<file path="config.mk">
export PLATFORM = sky130hd
export DESIGN_NAME = word_length_histogram
export DESIGN_NICKNAME = d
export VERILOG_FILES = /design/src/rtl/wlh_pkg.sv /design/src/rtl/word_length_histogram.sv /design/src/rtl/wlh_ram.sv
export VERILOG_INCLUDE_DIRS = /design/src /design/src/rtl
export SDC_FILE = /design/constraint.sdc
export NUM_CORES = 1
export LEC_CHECK = 0
export BUFFER_PORTS_ARGS = -buffer_cell sky130_fd_sc_hd__buf_2
export CAP_MARGIN = 20
export CORE_UTILIZATION = 45
export CTS_BUF_LIST = sky130_fd_sc_hd__clkbuf_4
export CTS_CLUSTER_SIZE = 8
export DETAILED_ROUTE_END_ITERATION = 6
export PLACE_DENSITY = 0.62
export REMOVE_ABC_BUFFERS = 1
export SYNTH_ARGS = -nofsm -noshare
export SYNTH_HDL_FRONTEND = slang
export SYNTH_SLANG_ARGS = --single-unit
</file>
<file path="constraint.sdc">
create_clock -name clk -period 13.7 [get_ports clk]
set_clock_uncertainty 0.1 [all_clocks]
set_input_delay 2.055 -clock clk [delete_from_list [all_inputs] [get_ports clk]]
set_output_delay 2.055 -clock clk [all_outputs]
set_load 0.05 [all_outputs]
</file>
<file path="src/rtl/assert_macros.svh">
// Assertion helpers shared by the RTL. They compile away under SYNTHESIS.
`ifndef ASSERT_MACROS_SVH
`define ASSERT_MACROS_SVH
`ifndef SYNTHESIS
// Same-cycle implication, checked at every rising edge outside reset.
`define ASSERT_IMPL(label, clk, rst_n, ante, cons) \
	label: assert property (@(posedge clk) disable iff (!rst_n) (ante) |-> (cons)) \
		else $error("assertion failed");
// Next-cycle implication, checked at every rising edge outside reset.
`define ASSERT_NEXT(label, clk, rst_n, ante, cons) \
	label: assert property (@(posedge clk) disable iff (!rst_n) (ante) |=> (cons)) \
		else $error("assertion failed");
`else
`define ASSERT_IMPL(label, clk, rst_n, ante, cons)
`define ASSERT_NEXT(label, clk, rst_n, ante, cons)
`endif
`endif

</file>
<file path="src/rtl/wlh_pkg.sv">
package wlh_pkg;

	localparam int CNT_W   = 24;
	localparam int SCALE_W = 6;
	localparam int PROD_W  = CNT_W + SCALE_W;
	localparam int QBIT_W  = $clog2(SCALE_W);

	localparam logic [CNT_W-1:0]   CNT_MAX     = {CNT_W{1'b1}};
	localparam logic [SCALE_W-1:0] SCALE_RESET = 6'd5;

	localparam logic OP_CHAR   = 1'b0;
	localparam logic OP_REPORT = 1'b1;

	localparam logic [7:0] CHAR_SPACE   = 8'h20;
	localparam logic [7:0] CHAR_NEWLINE = 8'h0A;
	localparam logic [7:0] CHAR_TAB     = 8'h09;

	typedef struct packed {
		logic       opcode;
		logic [7:0] char_code;
	} req_t;

	typedef struct packed {
		logic [3:0]         word_length;
		logic [CNT_W-1:0]   word_count;
		logic [SCALE_W-1:0] bar_length;
		logic [CNT_W-1:0]   overflow_words;
		logic               last_row;
	} result_t;

	function automatic logic is_separator(input logic [7:0] ch);
		return (ch == CHAR_SPACE) || (ch == CHAR_NEWLINE) || (ch == CHAR_TAB);
	endfunction

endpackage

</file>
<file path="src/rtl/word_length_histogram.sv">
// Word length histogram. Character requests are taken one per cycle; a separator
// that closes a word of length 1 to MAX_LEN-1 holds busy for one extra cycle while
// the histogram RAM entry is read, incremented and written back. A report request
// keeps busy high for 9*(MAX_LEN-1) cycles: each row needs a RAM read, a multiply
// of count by bar_scale and six steps of the shared restoring divider, which
// yields one bar bit per cycle. Rows appear with result_valid high for one cycle,
// one row every ninth cycle, and the receiver cannot stall them, so it must take
// each row when it is shown. The counts are cleared right after the last row;
// valid bits stand in for clearing the RAM, so no clearing pass follows reset.
`include "assert_macros.svh"

module word_length_histogram
	import wlh_pkg::*;
#(
	parameter int MAX_LEN = 16
) (
	input  logic               clk,
	input  logic               arst_n,
	input  logic               start,
	output logic               busy,
	input  req_t               req,
	input  logic               cfg_we,
	input  logic [SCALE_W-1:0] cfg_data,
	output logic               result_valid,
	output result_t            result
);

	localparam int LEN_W  = $clog2(MAX_LEN + 1);
	localparam int ADDR_W = $clog2(MAX_LEN);

	typedef enum logic [5:0] {
		ST_IDLE = 6'b000001,
		ST_UPD  = 6'b000010,
		ST_READ = 6'b000100,
		ST_MUL  = 6'b001000,
		ST_DIV  = 6'b010000,
		ST_EMIT = 6'b100000
	} state_t;

	state_t              state_q;
	logic                in_word_q;
	logic [LEN_W-1:0]    cur_len_q;
	logic [MAX_LEN-1:0]  valid_q;
	logic [CNT_W-1:0]    overflow_q;
	logic [CNT_W-1:0]    peak_q;
	logic [SCALE_W-1:0]  scale_q;
	logic [ADDR_W-1:0]   row_q;
	logic [QBIT_W-1:0]   bit_q;

	logic                rd_valid_q;
	logic [ADDR_W-1:0]   upd_addr_q;
	logic [CNT_W-1:0]    cnt_q;
	logic [PROD_W-1:0]   rem_q;
	logic [SCALE_W-1:0]  quo_q;

	logic                accept;
	logic                is_sep;
	logic                len_short;
	logic                ram_re;
	logic                ram_we;
	logic [ADDR_W-1:0]   ram_raddr;
	logic [CNT_W-1:0]    ram_rdata;
	logic [CNT_W-1:0]    cnt_rd;
	logic [CNT_W-1:0]    cnt_inc;
	logic [PROD_W-1:0]   div_step;
	logic                div_ge;
	logic                last_row;

	assign accept    = start && !busy;
	assign busy      = (state_q != ST_IDLE);
	assign is_sep    = is_separator(req.char_code);
	assign len_short = (cur_len_q < LEN_W'(MAX_LEN));
	assign last_row  = (row_q == ADDR_W'(MAX_LEN - 1));

	// Entries never written since the last clear read as zero.
	assign cnt_rd  = rd_valid_q ? ram_rdata : '0;
	assign cnt_inc = (cnt_rd == CNT_MAX) ? cnt_rd : cnt_rd + CNT_W'(1);

	assign ram_raddr = (state_q == ST_IDLE) ? cur_len_q[ADDR_W-1:0] : row_q;
	assign ram_re    = (accept && req.opcode == OP_CHAR && is_sep &&
		cur_len_q != '0 && len_short) || (state_q == ST_READ);
	assign ram_we    = (state_q == ST_UPD);

	// The quotient never exceeds bar_scale, since no count exceeds the peak.
	assign div_step = PROD_W'(peak_q) << bit_q;
	assign div_ge   = (rem_q >= div_step);

	wlh_ram #(
		.WIDTH(CNT_W),
		.DEPTH(MAX_LEN)
	) u_hist_ram (
		.clk  (clk),
		.we   (ram_we),
		.waddr(upd_addr_q),
		.wdata(cnt_inc),
		.re   (ram_re),
		.raddr(ram_raddr),
		.rdata(ram_rdata)
	);

	always_ff @(posedge clk or negedge arst_n) begin
		if (!arst_n) begin
			state_q    <= ST_IDLE;
			in_word_q  <= 1'b0;
			cur_len_q  <= '0;
			valid_q    <= '0;
			overflow_q <= '0;
			peak_q     <= '0;
			scale_q    <= SCALE_RESET;
			row_q      <= '0;
			bit_q      <= '0;
		end else begin
			if (cfg_we) begin
				scale_q <= cfg_data;
			end
			unique case (state_q)
				ST_IDLE: begin
					if (accept) begin
						if (req.opcode == OP_REPORT) begin
							row_q   <= ADDR_W'(1);
							state_q <= ST_READ;
						end else if (is_sep) begin
							if (cur_len_q != '0) begin
								if (len_short) begin
									state_q <= ST_UPD;
								end else if (overflow_q != CNT_MAX) begin
									overflow_q <= overflow_q + CNT_W'(1);
								end
							end
							cur_len_q <= '0;
							in_word_q <= 1'b0;
						end else if (!in_word_q) begin
							in_word_q <= 1'b1;
							cur_len_q <= LEN_W'(1);
						end else if (len_short) begin
							cur_len_q <= cur_len_q + LEN_W'(1);
						end
					end
				end
				ST_UPD: begin
					valid_q[upd_addr_q] <= 1'b1;
					if (cnt_inc > peak_q) begin
						peak_q <= cnt_inc;
					end
					state_q <= ST_IDLE;
				end
				ST_READ: begin
					state_q <= ST_MUL;
				end
				ST_MUL: begin
					bit_q   <= QBIT_W'(SCALE_W - 1);
					state_q <= ST_DIV;
				end
				ST_DIV: begin
					if (bit_q == '0) begin
						state_q <= ST_EMIT;
					end else begin
						bit_q <= bit_q - QBIT_W'(1);
					end
				end
				ST_EMIT: begin
					if (last_row) begin
						// An open word is dropped along with the counts.
						in_word_q  <= 1'b0;
						cur_len_q  <= '0;
						valid_q    <= '0;
						overflow_q <= '0;
						peak_q     <= '0;
						state_q    <= ST_IDLE;
					end else begin
						row_q   <= row_q + ADDR_W'(1);
						state_q <= ST_READ;
					end
				end
				default: begin
					state_q <= ST_IDLE;
				end
			endcase
		end
	end

	always_ff @(posedge clk) begin
		if (ram_re) begin
			rd_valid_q <= valid_q[ram_raddr];
		end
		if (accept) begin
			upd_addr_q <= cur_len_q[ADDR_W-1:0];
		end
		if (state_q == ST_MUL) begin
			cnt_q <= cnt_rd;
			rem_q <= PROD_W'(cnt_rd) * PROD_W'(scale_q);
			quo_q <= '0;
		end
		if (state_q == ST_DIV) begin
			quo_q[bit_q] <= div_ge;
			if (div_ge) begin
				rem_q <= rem_q - div_step;
			end
		end
	end

	always_comb begin
		result_valid          = (state_q == ST_EMIT);
		result.word_length    = 4'(row_q);
		result.word_count     = cnt_q;
		result.overflow_words = overflow_q;
		result.last_row       = last_row;
		if (cnt_q == '0) begin
			result.bar_length = '0;
		end else if (quo_q == '0) begin
			result.bar_length = SCALE_W'(1);
		end else begin
			result.bar_length = quo_q;
		end
	end

	`ASSERT_NEXT(a_last_row_idle, clk, arst_n, result_valid && result.last_row, !busy)
	`ASSERT_IMPL(a_bar_zero, clk, arst_n, result_valid, (result.word_count == '0) == (result.bar_length == '0))
	`ASSERT_NEXT(a_report_busy, clk, arst_n, accept && req.opcode == OP_REPORT, busy)
	`ASSERT_NEXT(a_rows_spaced, clk, arst_n, result_valid, !result_valid)
	`ASSERT_IMPL(a_cnt_le_peak, clk, arst_n, state_q == ST_DIV, cnt_q <= peak_q)

endmodule

</file>
<file path="src/rtl/wlh_ram.sv">
module wlh_ram #(
	parameter int WIDTH = 24,
	parameter int DEPTH = 16
) (
	input  logic                                     clk,
	input  logic                                     we,
	input  logic [(DEPTH > 1 ? $clog2(DEPTH) : 1)-1:0] waddr,
	input  logic [WIDTH-1:0]                         wdata,
	input  logic                                     re,
	input  logic [(DEPTH > 1 ? $clog2(DEPTH) : 1)-1:0] raddr,
	output logic [WIDTH-1:0]                         rdata
);

	logic [WIDTH-1:0] mem_q [DEPTH];

	always_ff @(posedge clk) begin
		if (we) begin
			mem_q[waddr] <= wdata;
		end
		if (re) begin
			rdata <= mem_q[raddr];
		end
	end

endmodule
</file>
---- After elaboration in Yosys (flattened, before gate mapping) ----
Memories as Yosys holds them, arrays and structs flattened. A register that Yosys moved wholly into a read port is not among the register bits.
Index checks and enable logic that the tools add are counted.
word-level totals
  register bits ........................... 154
  bits in writable memories ............... 384
  input bits .............................. 19
  word-level logic and storage cells ...... 145
  memories kept ........................... 1
operators by class
  $add $sub $neg .......................... 6
  $mul .................................... 1
  $lt $le $gt $ge ......................... 8
  equality and inequality tests ........... 29
  shifts and indexed selects .............. 1
  muxes and demuxes ....................... 57
  bitwise gates (word level) .............. 2
  reduce and logical (&&, ||, !) cells .... 26
memories
  name              depth  width  rd ports  clocked after Yosys merged registers in  wr ports  RTL line       source
  u_hist_ram.mem_q  16     24     1         1                                        1         wlh_ram.sv:14  logic [WIDTH-1:0] mem_q [DEPTH];
operators with widths
  kind                     number
  $mux W24                 10
  $pmux W24 S2             2
  $mux W30                 3
  $mux W6                  10
  $add A24 B1 Y24 const B  2
  $pmux W16 S2             1
  $ge A30 B30 Y1           1
  $mul A24 B6 Y30          1
  $mux W5                  6
  $pmux W6 S5              1
  $shl A24 B3 Y30          1
  $sub A30 B30 Y30         1
  $eq A24 B24 Y1 const B   1
  $gt A24 B24 Y1           1
  $logic_not A24 Y1        1
  $ne A24 B24 Y1 const B   1
  $eq A8 B4 Y1 const B     2
  $mux W16                 1
  $mux W4                  4
  $ne A2 B2 Y1 const B     8
  $or A16 B16 Y16          1
  $lt A4 B5 Y1 const B     2
  $pmux W5 S2              1
  $reduce_and A5 Y1        2
  other kinds (41)         66

---- Logic depth before layout (Yosys ltp) ----
  depth after elaboration ................. 8
  mapped depth ............................ 22

---- Modules after synthesis ----
From an unflattened synthesis, not the netlist that was laid out.
second synthesis, totals
  cell total of the unflattened synthesis .. 2,323
  area, all modules ....................... 30,091.4 um2
modules (own cells, without submodules)
  module                 times used  cells each  area each (um2)
  wlh_ram                1           636         15,170.8
  word_length_histogram  1           1,687       14,920.6

---- Least setup slack after synthesis ----
OpenSTA, ideal clock, no wires.
  path type ............................... register -> register
  from .................................... register rd_valid_q
  to ...................................... register rem_q[25]
  setup time .............................. 115 ps
  arrival time ............................ 5,446 ps
  data required time ...................... 13,485 ps
  setup slack ............................. 8,040 ps
  cell stages (with the launch flop) ...... 21
  path buffers ............................ 4
  cells stage by stage .................... edfxtp_1 buf_2 clkbuf_1 clkbuf_1 clkbuf_1 and3_1 fa_1 fa_1 inv_1 fa_1 inv_1 ha_1 a21o_1 a221oi_1 o21ai_0 o41ai_1 o21ai_0 a41oi_1 xor2_1 o211ai_1 o21a_1
between the ends
  cells in the longest elaborated chain, start to end .. 5
RTL lines
  item                      RTL line                      source
  start: declaration        word_length_histogram.sv:50   logic rd_valid_q;
  start signal: assignment  word_length_histogram.sv:184  rd_valid_q <= valid_q[ram_raddr];
  $mux W24 (*)              word_length_histogram.sv:76   assign cnt_rd = rd_valid_q ? ram_rdata : '0;
  $mul A24 B6 Y30 (*)       word_length_histogram.sv:191  rem_q <= PROD_W'(cnt_rd) * PROD_W'(scale_q);
  $mux W30 (*)              word_length_histogram.sv:189  if (state_q == ST_MUL) begin
  $mux W30                  word_length_histogram.sv:196  if (div_ge) begin
  $mux W30 (*)              word_length_histogram.sv:194  if (state_q == ST_DIV) begin
  end signal: assignment    word_length_histogram.sv:191
  end signal: assignment    word_length_histogram.sv:197  rem_q <= rem_q - div_step;
  end: declaration          word_length_histogram.sv:53   logic [PROD_W-1:0] rem_q;
Mark *: on every way between the ends. The rest lies on a longest branch, timed or not.
A chain may end at the register's enable or synchronous reset.

---- Worst setup path after layout ----
  from .................................... register rd_valid_q
  to ...................................... register peak_q[23]
between the ends
  cells in the longest elaborated chain, start to end .. 6
  elaborated cells between the ends (all ways) .. 9
RTL lines
  item                                               RTL line                      source
  $mux W24 (*)                                       word_length_histogram.sv:76
  $add A24 B1 Y24 or $eq A24 B24 Y1 (tied branches)  word_length_histogram.sv:77   assign cnt_inc = (cnt_rd == CNT_MAX) ? cnt_rd : cnt_rd + CNT_W'(1);
  $mux W24 (*)                                       word_length_histogram.sv:77
  via cnt_inc[7]                                     word_length_histogram.sv:64   logic [CNT_W-1:0] cnt_inc;
  $gt A24 B24 Y1 (*)                                 word_length_histogram.sv:142  if (cnt_inc > peak_q) begin
  $ne A2 B1 Y1 (no line) (*)                         -
  $reduce_and A3 Y1 (no line) (*)                    -
  end signal: assignment                             word_length_histogram.sv:143  peak_q <= cnt_inc;
  end: declaration                                   word_length_histogram.sv:45   logic [CNT_W-1:0] peak_q;
The timed path passes the listed nets; every way through them passes the cells marked *. The select of a mux whose other input is x is not followed.

==> results <==
- Along the worst path, the maximum fanout reaches 129.
- The met3 demand-to-capacity share in global routing is 6.89%.
- At the later pin of the worst-skew pair, clock insertion delay measures 1.00 ns.
- The maximum buffer depth of the clock tree is 3.
- Setup total negative slack on the finished layout was measured at 0 ns.
- Hold is met by 0.375 ns.
- The final routed DRC violation total is 0.
- The transition time of the tightest slew-check pin is 1.15 ns.
- After Yosys synthesis, and, or, nand and nor cells account for 18.4% of the synthesized area.
- The sum of routed wire length over all layers is 86.0 mm.
- The worst setup path is launched from a register.
- Of all flip-flops after synthesis, the portion carrying an async set or reset was 15.8%.
- Using the TritonRoute via totals, the vias-per-cell ratio works out to 5.79.
- The gate count after technology mapping is 2936.
- The fraction of layout cells with a size suffix above 1 is 14.1%.
- The part of the power in the clock network is 20.3%.
- The number of antenna violations at the first check in global routing was 3.
- The critical setup path kind is register to register.
- The worst-case IR drop observed on VDD is 148 µV.
- The combinational share of power is 49.0%.
- The portion of total power attributed to sequential cells is 30.7%.
- The maximum operating frequency is 0.139 GHz.
- Buffers placed on the I/O ports in this run total 79.
- The worst hold path class is register to register.
- Setup violations remaining at the end of the flow were counted as 0.
- Entering global routing, the biggest net connects 151 pins.
- The total of fill cells in the finished design is 6110.
- The number of buffers added by the clock tree synthesis step is 151.
- After routing the design area is 34200 µm².
- The CTS tree is done.
- The share of the cycle needed by the critical path after routing is 52.4%.
- In this run the tightest slew margin relative to its limit is 23.0%.
- The synthesized netlist devotes 9.76% of its cell area to compound gates.
- For this run, the leading register cell type out of synthesis is sky130_fd_sc_hd__edfxtp_1.
- The TritonCTS sink count is 562.
- The routed layout has 23363 vias.
- The part of the Yosys area used for sequential elements is 52.0%.
- The clock period minus final worst setup slack is 7.18 ns.
- The number of H-tree branching levels is 4.
- The clock slew at the register clock pins of the worst setup and hold paths is 0.07 ns.
- The final estimated routing congestion in global placement is 0.909.
- The post-CTS setup-driven buffer insertion count is 0.
- In the layout the commonest cells are 588 x sky130_fd_sc_hd__nand2_1, 437 x sky130_fd_sc_hd__edfxtp_1, 214 x sky130_fd_sc_hd__clkbuf_4.
- For this block, the initial DRC count from the detailed router was 2148.
- The initial utilization of the core area, before any placement, comes to 45.7%.
- The signal on the critical path passes through buf_4 > nand4_1 > nor4_1 > nand4_1 > and2_1 > nor2b_1 > and3_1 > xnor2_1 > nor2_1 > ha_1 > a21oi_1 > o21ai_0 > a22o_1 > o21ai_2 > buf_4 > nor2_1 > a22o_1.
- The adder-cell share of the synthesized area is 9.83%.
- In this run, synthesis produced a sequential element count of 562.
- The total number of nets in the final design is 3260.
- Once placement finished, the instance area stood at 32200 µm².
- In the final layout, the multi-input gates occupy 13500 µm².
- The distinct cell type count of the synthesized netlist is 79.
- The via count of the first global-routing pass is 23253.
- The max-slew violation total from the final report came to 0.
- The core outline area is 67600 µm².
- The endpoint kind of the worst setup timing path is a register.
- The chip height is 264 µm.
- The die extent in x is 264 µm.
- The wire length of the first global-routing pass is 133 mm.
- The global routing met1 resource utilization is 32.9%.
- The number of cells in the finished layout apart from fillers is 4032.
- Compared with the post-synthesis result, the final layout area differs by 10.6%.
- The number of placed I/O pins is 80.
- At the worst endpoint, the required time is 14.44 ns.
- The flow ran to the end, and the final reports show no timing, DRC or antenna violations.
- Data on the critical path arrives at its endpoint at 7.92 ns.
- In the global route stage, met2 resource usage came out at 39.1%.
- The mux contribution to synthesized area is 2.44%.
- The average footprint of a synthesized cell is 10.5 µm².
- The slowest stage of the critical path belongs to the cell sky130_fd_sc_hd__edfxtp_1.
- By area, the combinational part of the netlist is dominated by simple AND/OR/NAND/NOR gates.
- The utilization after layout is 50.6%.
- The final count of hold timing violations is 0.
- The standard-cell row count is 95.
- The fraction of power spent switching nets is 43.3%.
- The post-detailed-placement half-perimeter wirelength is 54.2 mm.
- The analysis attributes to cell leakage a power of 0.0142 µW.
- The detail route stage leaves a number of antenna-violating nets equal to 0.
- Setup repair after global routing left no endpoint under its margin.
- The register area is 16100 µm².
- The floorplan step defined a die boundary enclosing 69800 µm².
- The cell area after technology mapping is 30900 µm².
- The analysis attributes to net switching a power of 3260 µW.
- After Yosys synthesis, XOR and XNOR cells account for 2.75% of the synthesized area.
- In this run the power density over the cells is 220 nW/µm².
- The warning count from the yosys run is 0.
- The overall track demand over capacity in global routing is 25.0%.
- The tool flagged a number of max-cap violations equal to 0.
- The delay contributed by the slowest stage of the critical path is 0.85 ns.
- After clock tree synthesis, the repair step resized 0 gates.
- The root buffer selected by CTS is sky130_fd_sc_hd__clkbuf_4.
- The total overflow left after global routing is 0.
- Leaving out fill and tap cells, the most frequent cell in the layout is sky130_fd_sc_hd__nand2_1.
- In this run, post-CTS hold repair placed 0 buffers.
- The global routing stage identified its most utilized layer as met2.
- The total iterations of the first detailed-routing run is 5.
- Including well taps, the total number of placed cells is 3769.
- In the final routed layout, each cell accounts on average for 21.3 µm.
- The number of enable flip-flop cells after synthesis is 437.
- The internal power contribution is 4260 µW.
## layer usage
layer / part of all wire, % / up-vias / wire, µm
met2: 46 / 867 / 39800
met4: 3.0 / 0 / 2620
met1: 42 / 11533 / 36400
met5: 0 / - / 0
li1: - / 10785 / -
met3: 8.3 / 178 / 7150
## worst paths after layout
kind,start,cells past startpoint,slack [ns],to
worst max-delay path,rd_valid_q,17,6.52,peak_q[23]
worst min-delay path,quo_q[0],2,0.38,quo_q[0]
worst max register to register,rd_valid_q,17,6.52,peak_q[23]
worst min register to register,quo_q[0],2,0.38,quo_q[0]
max in group asynchronous,arst_n,3,11.74,peak_q[19]
min in group asynchronous,arst_n,1,0.83,overflow_q[20]
## critical path, delay by kind of cell (launching register included)
family | cells | cell delay, ns
XOR/XNOR | 1 | 0.14
flip-flops | 1 | 0.85
buffers and inverters | 2 | 1.22
AO/OA/AOI/OAI | 5 | 1.27
AND/OR/NAND/NOR | 8 | 3.04
adder cells (fa/ha/maj) | 1 | 0.41
## flip-flops by register name (all words and copies together) (netlist names), 6 cells and up
name	cells
u_hist_ram.mem_q	384
rem_q	30
cnt_q	24
overflow_q	24
peak_q	24
u_hist_ram.rdata	24
valid_q	16
quo_q	6
scale_q	6
state_q	6
## cell families after synthesis
group,count (synthesis)
buffers and inverters,358
muxes,54
xor gates and xnor gates,97
adders and majority gates,189
DFF,562
AOI/OAI and AO/OA,459
and+or+nand+nor,1217
## power groups by stage
stage          Combinational (µW)  Sequential (µW)  Clock [µW]
4_1_cts                      3680             2300        1570
5_1_grt                      4110             2320        1650
3_5_place_dp                 3660             2340           0
2_1_floorplan                2640             2290           0
3_3_place_gp                 3600             2330           0
6_report                     3680             2310        1530
## final cells by class
cell class | instances | share of cell area, %
multi-input cells | 2016 | 39.5
inverters | 185 | 2.03
flip-flops and latches | 562 | 47.0
repair buffers | 136 | 2.58
well taps | 873 | 3.19
clock buffers | 214 | 4.70
diodes | 4 | 0.0293
clock inverters | 42 | 1.02
## stage by stage
stage	total power, µW	setup WS (ns)
after detailed placement	6000	6.70
final	7520	6.52
after global routing	8090	5.93
after CTS	7560	6.68
after floorplan	4930	6.06
after global placement	5930	7.00
## cell usage after synthesis, drive strengths merged, types with 48 or more instances
| library cell | number | share of area [%] |
|---|---|---|
| edfxtp | 437 | 42 |
| a31oi | 48 | 0.97 |
| buf | 63 | 1.3 |
| dfrtp | 86 | 7.0 |
| xnor2 | 54 | 1.5 |
| fa | 90 | 5.8 |
| and3 | 206 | 4.2 |
| nand3 | 139 | 2.3 |
| a311oi | 77 | 2.2 |
| ha | 99 | 4.0 |
| nor2 | 122 | 1.5 |
| clkbuf | 110 | 1.3 |
| inv | 183 | 2.2 |
| o21ai | 107 | 1.8 |
| nand2 | 589 | 7.2 |
| a21oi | 112 | 1.8 |
(Power assumes the default switching activity.)
